### config.mk
export PLATFORM = sky130hd
export DESIGN_NAME = dwc_mac
export DESIGN_NICKNAME = d
export VERILOG_FILES = /design/src/rtl/dwc_pkg.sv /design/src/rtl/dwc_mac.sv
export SDC_FILE = /design/constraint.sdc
export NUM_CORES = 2
export LEC_CHECK = 0
export ABC_AREA = 1
export BUFFER_PORTS_ARGS = -buffer_cell sky130_fd_sc_hd__buf_2
export CAP_MARGIN = 20
export CORE_MARGIN = 2
export CORE_UTILIZATION = 30
export DETAILED_ROUTE_END_ITERATION = 7
export GPL_TIMING_DRIVEN = 1
export PLACE_DENSITY = 0.45
export SLEW_MARGIN = 0
export SYNTH_ARGS = -nofsm -noshare
export SYNTH_HDL_FRONTEND = slang
export SYNTH_SLANG_ARGS = --single-unit
### constraint.sdc
create_clock -name clk_i -period 2.9 [get_ports clk_i]
set_input_delay 0.58 -clock clk_i [delete_from_list [all_inputs] [get_ports clk_i]]
set_output_delay 0.58 -clock clk_i [all_outputs]
set_load 0.01 [all_outputs]
### src/rtl/dwc_pkg.sv
package dwc_pkg;

  localparam int LANES  = 4;
  localparam int DATA_W = 16;
  localparam int PROD_W = 32;
  localparam int ACC_W  = 40;

  typedef logic signed [DATA_W-1:0] lane_t;
  typedef lane_t [LANES-1:0] pix_t;

  typedef enum logic [1:0] {
    MODE_WEIGHT = 2'd0,
    MODE_BIAS   = 2'd1,
    MODE_PIXEL  = 2'd2
  } mode_e;

  typedef enum logic [2:0] {
    REG_IMG_WIDTH   = 3'd0,
    REG_IMG_HEIGHT  = 3'd1,
    REG_KERNEL_ROWS = 3'd2,
    REG_KERNEL_COLS = 3'd3,
    REG_STEP_ROWS   = 3'd4,
    REG_STEP_COLS   = 3'd5,
    REG_SPREAD_ROWS = 3'd6,
    REG_SPREAD_COLS = 3'd7
  } reg_idx_e;

  typedef enum logic [1:0] {
    ST_IDLE  = 2'd0,
    ST_WALK  = 2'd1,
    ST_DRAIN = 2'd2,
    ST_DONE  = 2'd3
  } state_e;

  // Clamped, in-range configuration.
  typedef struct packed {
    logic [8:0]  width;
    logic [12:0] height;
    logic [2:0]  krows;
    logic [2:0]  kcols;
    logic [2:0]  srows;
    logic [2:0]  scols;
    logic [1:0]  drows;
    logic [1:0]  dcols;
  } cfg_t;

  typedef struct packed {
    logic load;  // preset accumulators with bias
    logic en;    // operand pair valid this cycle
  } mac_ctl_t;

  // Floor divide by a stride of 1..4; by three through a reciprocal.
  function automatic logic [11:0] div_stride(input logic [11:0] x, input logic [2:0] d);
    logic [23:0] p;
    p = 24'(x) * 24'd2731;
    case (d)
      3'd2:    div_stride = x >> 1;
      3'd3:    div_stride = 12'(p >> 13);
      3'd4:    div_stride = x >> 2;
      default: div_stride = x;
    endcase
  endfunction

  // Round half up from Q24.16 to Q8.8, then saturate.
  function automatic lane_t round_sat(input logic signed [ACC_W-1:0] acc);
    logic signed [ACC_W:0] x;
    logic signed [ACC_W-8:0] q;
    x = (ACC_W+1)'(acc) + 41'sd128;
    q = (ACC_W-7)'(x >>> 8);
    if (q > 33'sd32767) begin
      round_sat = 16'sh7FFF;
    end else if (q < -33'sd32768) begin
      round_sat = 16'sh8000;
    end else begin
      round_sat = q[15:0];
    end
  endfunction

endpackage

### src/rtl/dwc_mac.sv
module dwc_mac (
  input  logic              clk_i,
  input  logic              rst_ni,
  input  dwc_pkg::mac_ctl_t ctl_i,
  input  dwc_pkg::pix_t     bias_i,
  input  dwc_pkg::pix_t     pix_i,
  input  dwc_pkg::pix_t     wgt_i,
  output logic              busy_o,
  output dwc_pkg::pix_t     res_o
);

  logic signed [dwc_pkg::PROD_W-1:0] prod_q [dwc_pkg::LANES];
  logic signed [dwc_pkg::ACC_W-1:0]  acc_q  [dwc_pkg::LANES];
  logic prod_v_q;

  always_ff @(posedge clk_i or negedge rst_ni) begin
    if (!rst_ni) begin
      prod_v_q <= 1'b0;
    end else begin
      prod_v_q <= ctl_i.en;
    end
  end

  always_ff @(posedge clk_i) begin
    for (int l = 0; l < dwc_pkg::LANES; l++) begin
      if (ctl_i.en) begin
        prod_q[l] <= $signed(pix_i[l]) * $signed(wgt_i[l]);
      end
      if (ctl_i.load) begin
        acc_q[l] <= dwc_pkg::ACC_W'($signed(bias_i[l])) <<< 8;
      end else if (prod_v_q) begin
        acc_q[l] <= acc_q[l] + dwc_pkg::ACC_W'(prod_q[l]);
      end
    end
  end

  assign busy_o = prod_v_q;

  always_comb begin
    for (int l = 0; l < dwc_pkg::LANES; l++) begin
      res_o[l] = dwc_pkg::round_sat(acc_q[l]);
    end
  end

endmodule

==> impl_metrics.ini <==
[synthesis]
ys.flop_type = edfxtp_1
syn_inst = 9066
async_flop_share_pct = 0.346
yosysUniqueCellTypes = 38
syn_nets = 10800
synth_edf_count = 288
synth_fa_ha_area_share_pct = 40.7
synth_seq_cells = 289
synth_xor_area_share_pct = 3.23
synth_area_mm2 = 0.0668
synth-compound-area-share_pct = 6.82
synthMuxAreaShare_pct = 0
avgSynthCellArea_um2 = 7.36
synth_top_cell_area_share_pct = 31.5
synth.area.top_cells = fa_1, nand2_1, edfxtp_1
synth_commonest_cells = nand2_1, inv_1, fa_1
yosys.area_share.simple_pct = 22.4
synth_seq_area_share_pct = 13.0
yosys.area.top_type = fa_1
yosysMostFrequentCell = nand2_1
synth_top_family_by_area = adder cells
yosysWarnings = 0

[clock_tree]
numCtsBuffers = 41
cts_tree = yes
clock_latency_ns = 0.61
clockBufferDepth = 3
clock-sinks = 289
path_clk_slew_ns = 0.06
cts_root_buf = clkbuf_16
htree_levels = 2

[final_layout]
nets = 12000
drive_gt1_share_pct = 24.7
area_growth_pct = 32.5

[global_routing]
grtUsageTotal_pct = 20.0
grt_use_met1_pct = 26.1
grt.busiest_layer = met2
antenna_found_initial = 5
grt-ovfl-total = 0
grt_first_pass_wirelength_um = 357000
grt_max_degree = 97
grt_util_met2_pct = 35.9
grt_pass1_vias = 64400
use_met3_pct = 1.39

[routing]
first_iter_violations = 2772
via_per_inst = 4.53
drt-pass1-iter-count = 5
dr_total_vias = 60200
ant_nets = 0
remaining_drc_errors = 0
wl_per_cell_um = 16.9
postRouteWirelength_um = 224000

[sta]
fmax_ghz = 0.191
worst_pin_slew_ns = 0.719
min_period_ns = 5.24
rsz0062_at_grt = true
finalWorstSetupSlack_ns = -2.34
hold_viol_final = 0
finalMaxSlewViolations = 0
report.final.setup_viol = 172
skew_ns = 0.0277
slew_headroom_pct = 51.5
post-route-period-util_pct = 181

[setup_path]
crit_arrival_ns = 5.61
r2r-start = acc_q[3][7]
critPathBufInv = 5
worstPathRequired_ns = 3.27
crit_path_start = pix_i[38]
cp-end-kind = flop
critical_path.most_common_cell = fa_1
max_stage_delay_ns = 0.60
crit_path_top_delay_cell = fa_1
critPathKind = input port to flop
path_delay_family = adder cells
path_cells = buf_8 > buf_4 > nand2_1 > inv_1 > fa_1 > fa_1 > fa_1 > fa_1 > fa_1 > inv_1 > fa_1 > inv_1 > ha_4 > nand2_4 > nor3_4 > nand4_1 > nand3_2 > a21o_1 > nand2_1 > nand3_1 > nand2_1
start_kind = input port
path_max_fanout = 5

[die]
rows = 173
initial_utilization_pct = 30.1
io_pins = 261
die_h_um = 476
core_mm2 = 0.222
die_area_mm2 = 0.226
die_w_um = 476

[placement]
place_congestion = 0.909
hpwl_um = 195000
numPortBuffers = 260
pre_cts_slack_ns = -3.27

[run_status]
status = finished with violations
violations = setup timing

[run]
drv_cap = 0

[min_path]
hold_path.class = input port to flop
hp-start = bias_i[32]
==> cells in the final DEF (no fill, tap or decap), types with 28 or more instances in the layout <==
master and count:
nand2_1 2228, inv_1 1984, buf_4 981, fa_1 961, nor2_1 664, ha_1 343, edfxtp_1 288, nand3_1 269
o21ai_0 264, a21oi_1 243, buf_6 197, inv_2 180, buf_2 149, nand2_2 141, ha_4 128, xor2_1 115
xnor2_1 103, fa_2 91, buf_12 78, nand2_4 75, nor2_2 66, a21oi_2 56, o21bai_1 54, nand4_1 50
nor2_4 47, clkbuf_16 47, nor3_1 44, buf_8 36, a31oi_1 35, a21oi_4 32, nand3_2 28
==> registers in the layout (all words and copies together), names as in the netlist <==
signal and count:
acc_q 160, prod_q 128, busy_o 1
==> metrics by stage <==
stage / hold slack [ns] / TNS [ns] / std cells / instance area, um2 / util [%]
final: 0.253 / -229.46 / 13300 / 88500 / 39.9
after detailed placement: 0.361 / -284.66 / 13000 / 81100 / 36.6
after global routing: 0.233 / -263.59 / 13300 / 88400 / 39.9
after global placement: 0.359 / -282.23 / 13000 / 81100 / 36.6
after floorplan: 0.284 / -222.35 / 9066 / 70900 / -
after CTS: 0.202 / -230.28 / 13200 / 86800 / 39.2
==> cells by family after synthesis <==
family | count (synthesis)
buffers and inverters | 2449
and+or+nand+nor | 3714
DFF | 289
adders and majority gates | 1540
xor gates and xnor gates | 246
AOI/OAI and AO/OA | 828
==> cell type report <==
class | instances | area (um2)
diodes | 1 | 2.50
inverters | 2179 | 8230
fillers | 23000 | 133000
well taps | 2975 | 3720
clock inverters | 26 | 244
repair buffers | 1451 | 12700
clock buffers | 48 | 1090
multi-input cells | 6328 | 53800
flip-flops and latches | 289 | 8670
==> worst register-to-register path, cell delays in order, from the launching register on <==
cell      delay [ns]
edfxtp_1        0.47
buf_4           0.18
ha_1            0.31
buf_4           0.13
nand2_1         0.09
nor2_1          0.23
nand2_1         0.12
o21ai_0         0.55
nand3_1         0.17
nand2_1         0.17
nand2_1         0.07
nand2_1         0.05
o21ai_0         0.09
==> final timing paths <==
check	to	slack, ns	cells past startpoint
worst max-delay path	prod_q[2][27]	-2.34	21
worst min-delay path	acc_q[2][8]	0.25	3
worst max register to register	acc_q[3][29]	-0.01	12
worst min register to register	acc_q[1][0]	0.66	3
max in group asynchronous	busy_o	2.55	2
min in group asynchronous	busy_o	0.27	2
==> routing by layer <==
layer / routed length [um] / vias to the layer above
met5: 39 / -
met2: 112000 / 955
met1: 101000 / 29400
met4: 5530 / 6
li1: - / 29600
met3: 6530 / 240
==> what timing repair did <==
item | in CTS | in global routing
cloned | 4 | 4
buffers inserted | 148 | 53
endpoints found under the setup margin | 174 | 211
hold buffers | 1 | 0
pin swaps | 389 | 301
hold endpoints to repair | 1 | 0
gates resized for setup | 868 | 375
Power is not shown: default switching activity piles up to over one toggle a cycle in this logic, so the estimate is an artifact.
