## src/rtl/dwc_pkg.sv

```systemverilog
package dwc_pkg;

  localparam int LANES  = 4;
  localparam int DATA_W = 16;
  localparam int PROD_W = 32;
  localparam int ACC_W  = 40;

  typedef logic signed [DATA_W-1:0] lane_t;
  typedef lane_t [LANES-1:0] pix_t;

  typedef enum logic [1:0] {
    MODE_WEIGHT = 2'd0,
    MODE_BIAS   = 2'd1,
    MODE_PIXEL  = 2'd2
  } mode_e;

  typedef enum logic [2:0] {
    REG_IMG_WIDTH   = 3'd0,
    REG_IMG_HEIGHT  = 3'd1,
    REG_KERNEL_ROWS = 3'd2,
    REG_KERNEL_COLS = 3'd3,
    REG_STEP_ROWS   = 3'd4,
    REG_STEP_COLS   = 3'd5,
    REG_SPREAD_ROWS = 3'd6,
    REG_SPREAD_COLS = 3'd7
  } reg_idx_e;

  typedef enum logic [1:0] {
    ST_IDLE  = 2'd0,
    ST_WALK  = 2'd1,
    ST_DRAIN = 2'd2,
    ST_DONE  = 2'd3
  } state_e;

  // Clamped, in-range configuration.
  typedef struct packed {
    logic [8:0]  width;
    logic [12:0] height;
    logic [2:0]  krows;
    logic [2:0]  kcols;
    logic [2:0]  srows;
    logic [2:0]  scols;
    logic [1:0]  drows;
    logic [1:0]  dcols;
  } cfg_t;

  typedef struct packed {
    logic load;  // preset accumulators with bias
    logic en;    // operand pair valid this cycle
  } mac_ctl_t;

  // Floor divide by a stride of 1..4; by three through a reciprocal.
  function automatic logic [11:0] div_stride(input logic [11:0] x, input logic [2:0] d);
    logic [23:0] p;
    p = 24'(x) * 24'd2731;
    case (d)
      3'd2:    div_stride = x >> 1;
      3'd3:    div_stride = 12'(p >> 13);
      3'd4:    div_stride = x >> 2;
      default: div_stride = x;
    endcase
  endfunction

  // Round half up from Q24.16 to Q8.8, then saturate.
  function automatic lane_t round_sat(input logic signed [ACC_W-1:0] acc);
    logic signed [ACC_W:0] x;
    logic signed [ACC_W-8:0] q;
    x = (ACC_W+1)'(acc) + 41'sd128;
    q = (ACC_W-7)'(x >>> 8);
    if (q > 33'sd32767) begin
      round_sat = 16'sh7FFF;
    end else if (q < -33'sd32768) begin
      round_sat = 16'sh8000;
    end else begin
      round_sat = q[15:0];
    end
  endfunction

endpackage

```

## src/rtl/dwc_ifs.sv

```systemverilog


interface dwc_cfg_if;
  logic        valid;
  logic        ready;
  logic [2:0]  index;
  logic [12:0] data;
  modport source(output valid, index, data, input ready);
  modport sink(input valid, index, data, output ready);
endinterface

```

## src/rtl/dwc_cfg.sv

```systemverilog
module dwc_cfg #(
  parameter int MAX_WIDTH  = 256,
  parameter int MAX_KERNEL = 7
) (
  input  logic          clk_i,
  input  logic          rst_ni,
  dwc_cfg_if.sink       cfg_i,
  output dwc_pkg::cfg_t cfg_o
);

  localparam int WMAX = (MAX_WIDTH < 256) ? MAX_WIDTH : 256;
  localparam int KMAX = (MAX_KERNEL < 7) ? MAX_KERNEL : 7;

  logic [8:0]  width_q;
  logic [12:0] height_q;
  logic [2:0]  krows_q, kcols_q, srows_q, scols_q;
  logic [1:0]  drows_q, dcols_q;

  assign cfg_i.ready = 1'b1;

  always_ff @(posedge clk_i or negedge rst_ni) begin
    if (!rst_ni) begin
      width_q  <= 9'd256;
      height_q <= 13'd256;
      krows_q  <= 3'd3;
      kcols_q  <= 3'd3;
      srows_q  <= 3'd1;
      scols_q  <= 3'd1;
      drows_q  <= 2'd1;
      dcols_q  <= 2'd1;
    end else if (cfg_i.valid) begin
      case (cfg_i.index)
        dwc_pkg::REG_IMG_WIDTH:   width_q  <= cfg_i.data[8:0];
        dwc_pkg::REG_IMG_HEIGHT:  height_q <= cfg_i.data;
        dwc_pkg::REG_KERNEL_ROWS: krows_q  <= cfg_i.data[2:0];
        dwc_pkg::REG_KERNEL_COLS: kcols_q  <= cfg_i.data[2:0];
        dwc_pkg::REG_STEP_ROWS:   srows_q  <= cfg_i.data[2:0];
        dwc_pkg::REG_STEP_COLS:   scols_q  <= cfg_i.data[2:0];
        dwc_pkg::REG_SPREAD_ROWS: drows_q  <= cfg_i.data[1:0];
        dwc_pkg::REG_SPREAD_COLS: dcols_q  <= cfg_i.data[1:0];
        default: ;
      endcase
    end
  end

  always_comb begin
    cfg_o.width  = (width_q == 9'd0) ? 9'd1 :
                   ((int'(width_q) > WMAX) ? 9'(WMAX) : width_q);
    cfg_o.height = (height_q == 13'd0) ? 13'd1 :
                   ((height_q > 13'd4096) ? 13'd4096 : height_q);
    cfg_o.krows  = (krows_q == 3'd0) ? 3'd1 :
                   ((int'(krows_q) > KMAX) ? 3'(KMAX) : krows_q);
    cfg_o.kcols  = (kcols_q == 3'd0) ? 3'd1 :
                   ((int'(kcols_q) > KMAX) ? 3'(KMAX) : kcols_q);
    cfg_o.srows  = (srows_q == 3'd0) ? 3'd1 : ((srows_q > 3'd4) ? 3'd4 : srows_q);
    cfg_o.scols  = (scols_q == 3'd0) ? 3'd1 : ((scols_q > 3'd4) ? 3'd4 : scols_q);
    cfg_o.drows  = (drows_q == 2'd0) ? 2'd1 : ((drows_q > 2'd2) ? 2'd2 : drows_q);
    cfg_o.dcols  = (dcols_q == 2'd0) ? 2'd1 : ((dcols_q > 2'd2) ? 2'd2 : dcols_q);
  end

endmodule

```

## src/flat_wrapper.sv

```systemverilog
// flat-port wrapper written by rule: the top's interface ports become plain ports
module dwc_cfg_flat 
#(
  parameter int MAX_WIDTH  = 256,
  parameter int MAX_KERNEL = 7
)
  (clk_i, rst_ni, cfg_o, cfg_i_valid, cfg_i_index, cfg_i_data, cfg_i_ready);
  dwc_cfg_if cfg_i_i ();
  input  logic clk_i;
  input  logic rst_ni;
  output dwc_pkg::cfg_t cfg_o;
  input wire logic [$bits(cfg_i_i.valid)-1:0] cfg_i_valid;
  input wire logic [$bits(cfg_i_i.index)-1:0] cfg_i_index;
  input wire logic [$bits(cfg_i_i.data)-1:0] cfg_i_data;
  output wire logic [$bits(cfg_i_i.ready)-1:0] cfg_i_ready;
  assign cfg_i_i.valid = cfg_i_valid;
  assign cfg_i_i.index = cfg_i_index;
  assign cfg_i_i.data = cfg_i_data;
  assign cfg_i_ready = cfg_i_i.ready;
  dwc_cfg #(.MAX_WIDTH(MAX_WIDTH), .MAX_KERNEL(MAX_KERNEL)) u_core (.clk_i(clk_i), .rst_ni(rst_ni), .cfg_i(cfg_i_i), .cfg_o(cfg_o));
endmodule
```

## config.mk

```make
export PLATFORM = sky130hd
export DESIGN_NAME = dwc_cfg_flat
export DESIGN_NICKNAME = d
export VERILOG_FILES = /design/src/rtl/dwc_pkg.sv /design/src/rtl/dwc_ifs.sv /design/src/rtl/dwc_cfg.sv /design/src/flat_wrapper.sv
export SDC_FILE = /design/constraint.sdc
export NUM_CORES = 1
export LEC_CHECK = 0
export BUFFER_PORTS_ARGS = -buffer_cell sky130_fd_sc_hd__buf_2
export CAP_MARGIN = 40
export CORE_ASPECT_RATIO = 1.25
export CORE_MARGIN = 2
export CORE_UTILIZATION = 50
export DETAILED_ROUTE_END_ITERATION = 16
export PLACE_DENSITY_LB_ADDON = 0.25
export SLEW_MARGIN = 0
export SYNTH_ARGS = -nofsm -noshare
export SYNTH_HDL_FRONTEND = slang
export SYNTH_SLANG_ARGS = --single-unit
```

## constraint.sdc

```tcl
create_clock -name clk_i -period 2 [get_ports clk_i]
set_input_delay 0.4 -clock clk_i [delete_from_list [all_inputs] [get_ports clk_i]]
set_output_delay 0.4 -clock clk_i [all_outputs]
set_load 0.03 [all_outputs]
```

==> impl_metrics.yaml <==
clock_tree:
  clockRootBuffer: "clkbuf_8"
  cts_htree_levels: 2
  tritoncts: "done"
  cts_setup_buffers: 0
  hold_buffers: 0
  cts_buffer_depth: 2
  cts_sinks: 36
  numCtsBuffers: 5
  clkLatencyLatePin_ns: 0.28
  clk_pin_slew_ns: 0.07
  cts-resized-gates: 0
cells_and_area:
  final_cell_mix: "buf_2, mux2_2, dfrtp_1"
  antenna_cells: 0
  area_growth_pct: 21.0
  layout_commonest_cell: "buf_2"
  nets: 203
  drive_gt1_share_pct: 60.5
  fillCellCount: 264
timing:
  min_period_over_period_pct: 89.4
  fin_skew_ns: 0
  period_needed_ns: 1.79
  rsz0062_at_grt: "no"
  setup_violations: 0
  drv_slew: 0
  finalHoldViolCount: 0
  fmax_mhz: 559
  worst_slew_pin_slew_ns: 0.781
  finalSetupTns_ns: 0
  setup_slack_ns: 0.211
  max_slew_margin_pct: 47.9
place:
  hpwl_um: 2380
  placement.io_buffers: 56
  post-place-ws_ns: 0.367
  gp_congestion: 0.734
synthesis:
  syn_avg_cell_area_um2: 12.6
  ys_seq_area_share_pct: 53.6
  syn_nets: 154
  syn-cell-area_mm2: 0.00170
  yosys_warnings: 0
  syn_inst: 135
  synth_cell_types: 23
  synth-seq-cells: 36
setup_path:
  rr_worst_depth: 1
  path_max_fanout: 3
  cp.arrival_ns: 1.39
  cp.required_ns: 1.60
  start_kind: "flop"
  cp-end-kind: "output port"
  crit_type: "reg -> out"
global_route:
  grt_pass1_vias: 1140
  grt_pass1_wl_um: 5290
  grt_overflow: 0
  grt_max_degree: 37
  grtUsageTotal_pct: 17.6
  antenna_found_initial: 0
floorplan:
  core_area_mm2: 0.00322
  die_h_um: 69.2
  die-area_mm2: 0.00389
  start_util_pct: 52.8
  ioPinCount: 58
  fp.dieW_um: 56.2
  fp-row-count: 23
power:
  p_leak_uw: 0.000975
  p_per_area_mw_per_mm2: 1180
  p_int_uw: 1510
  switching_power_uw: 922
  p_seq_share_pct: 43.0
  finalPower_uw: 2440
  switching_share_pct: 37.9
  clkPwrFrac_pct: 21.5
  combPwrFrac_pct: 35.5
  peakVddDrop_mv: 0.709
routing:
  drc: 0
  antenna_left: 0
  vias: 1147
  post_drt_wl_per_cell_um: 14.3
  drt-initial-drc-count: 19
  firstDrtPassIters: 4
  wl_um: 3170
  viasPerCell: 5.17
flow_run:
  cap_violations: 0
run_status:
  outcome: "complete, no violations"
worst_hold_path:
  hold_class: "in -> async"
critical path, stage by stage, from the launching register on:
cell     delay, ns
dfrtp_1       0.39
nor4_1        0.30
a31oi_1       0.11
nor2_1        0.09
buf_2         0.20
cell type report:
type / count / area [um2] / share of cell area, %
clock buffer: 6 / 82.6 / 4.01
sequential: 36 / 911 / 44.3
timing repair buffer: 57 / 288 / 14.0
multi-input combinational: 80 / 704 / 34.2
clock inverter: 2 / 10.0 / 0.487
inverter: 4 / 15.0 / 0.730
tap: 37 / 46.3 / 2.25
cell usage after synthesis, drive strengths merged:
master / n / area [um2]
dfstp: 8 / 210
buf: 4 / 28.8
mux2: 36 / 405
inv: 4 / 15.0
nor3b: 2 / 26.3
nor2: 2 / 7.51
dfrtp: 28 / 701
nor4: 3 / 18.8
nand2: 1 / 3.75
a31oi: 1 / 6.26
conb: 1 / 3.75
nand2b: 1 / 13.8
nor2b: 20 / 125
nor3: 4 / 31.3
nand4b: 3 / 26.3
nand4: 1 / 6.26
a21oi: 3 / 15.0
o21bai: 2 / 15.0
clkbuf: 11 / 41.3
per-stage QoR:
step	std cells	utilization (%)	hold slack, ns	instance area (um2)
final	222	63.8	0.191	2060
after global routing	222	63.8	0.236	2060
after CTS	222	63.8	0.216	2060
after detailed placement	214	60.9	0.517	1960
after global placement	214	60.9	0.502	1960
after floorplan	135	-	0.104	1700
state kept, by name (all words and copies together), names as in the netlist:
register	cells
u_core.width_q	9
u_core.srows_q	3
u_core.drows_q	1
u_core.height_q	13
u_core.scols_q	3
u_core.kcols_q	3
u_core.krows_q	3
u_core.dcols_q	1
worst paths after layout:
kind	startpoint	end	slack, ns
max	u_core.height_q[1]	cfg_o[16]	0.21
min	rst_ni	u_core.scols_q[1]	0.19
max reg2reg	u_core.height_q[12]	u_core.height_q[12]	1.03
min reg2reg	u_core.width_q[0]	u_core.width_q[0]	0.52
max in group asynchronous	rst_ni	u_core.krows_q[2]	1.31
min in group clk_i	cfg_i_data[9]	u_core.height_q[9]	0.34
per-layer routing:
metal	routed length [um]	track usage (%)
met1	1310	20.9
met3	223	4.66
met5	0	0
met2	1580	29.4
met4	59	7.94
power groups by stage:
stage / sequential (uW) / combinational [uW] / clock (uW)
after floorplan: 1010 / 684 / 0
after CTS: 1050 / 875 / 535
after global routing: 1070 / 913 / 577
final: 1050 / 864 / 524
after detailed placement: 1060 / 875 / 0
after global placement: 1050 / 861 / 0
kinds of logic after synthesis:
family          synth area share [%]
other cells                    0.221
compound gates                  2.13
buf+inv                         5.00
flops                           53.6
mux                             23.8
simple gates                    15.2
(Power assumes the default switching activity.)
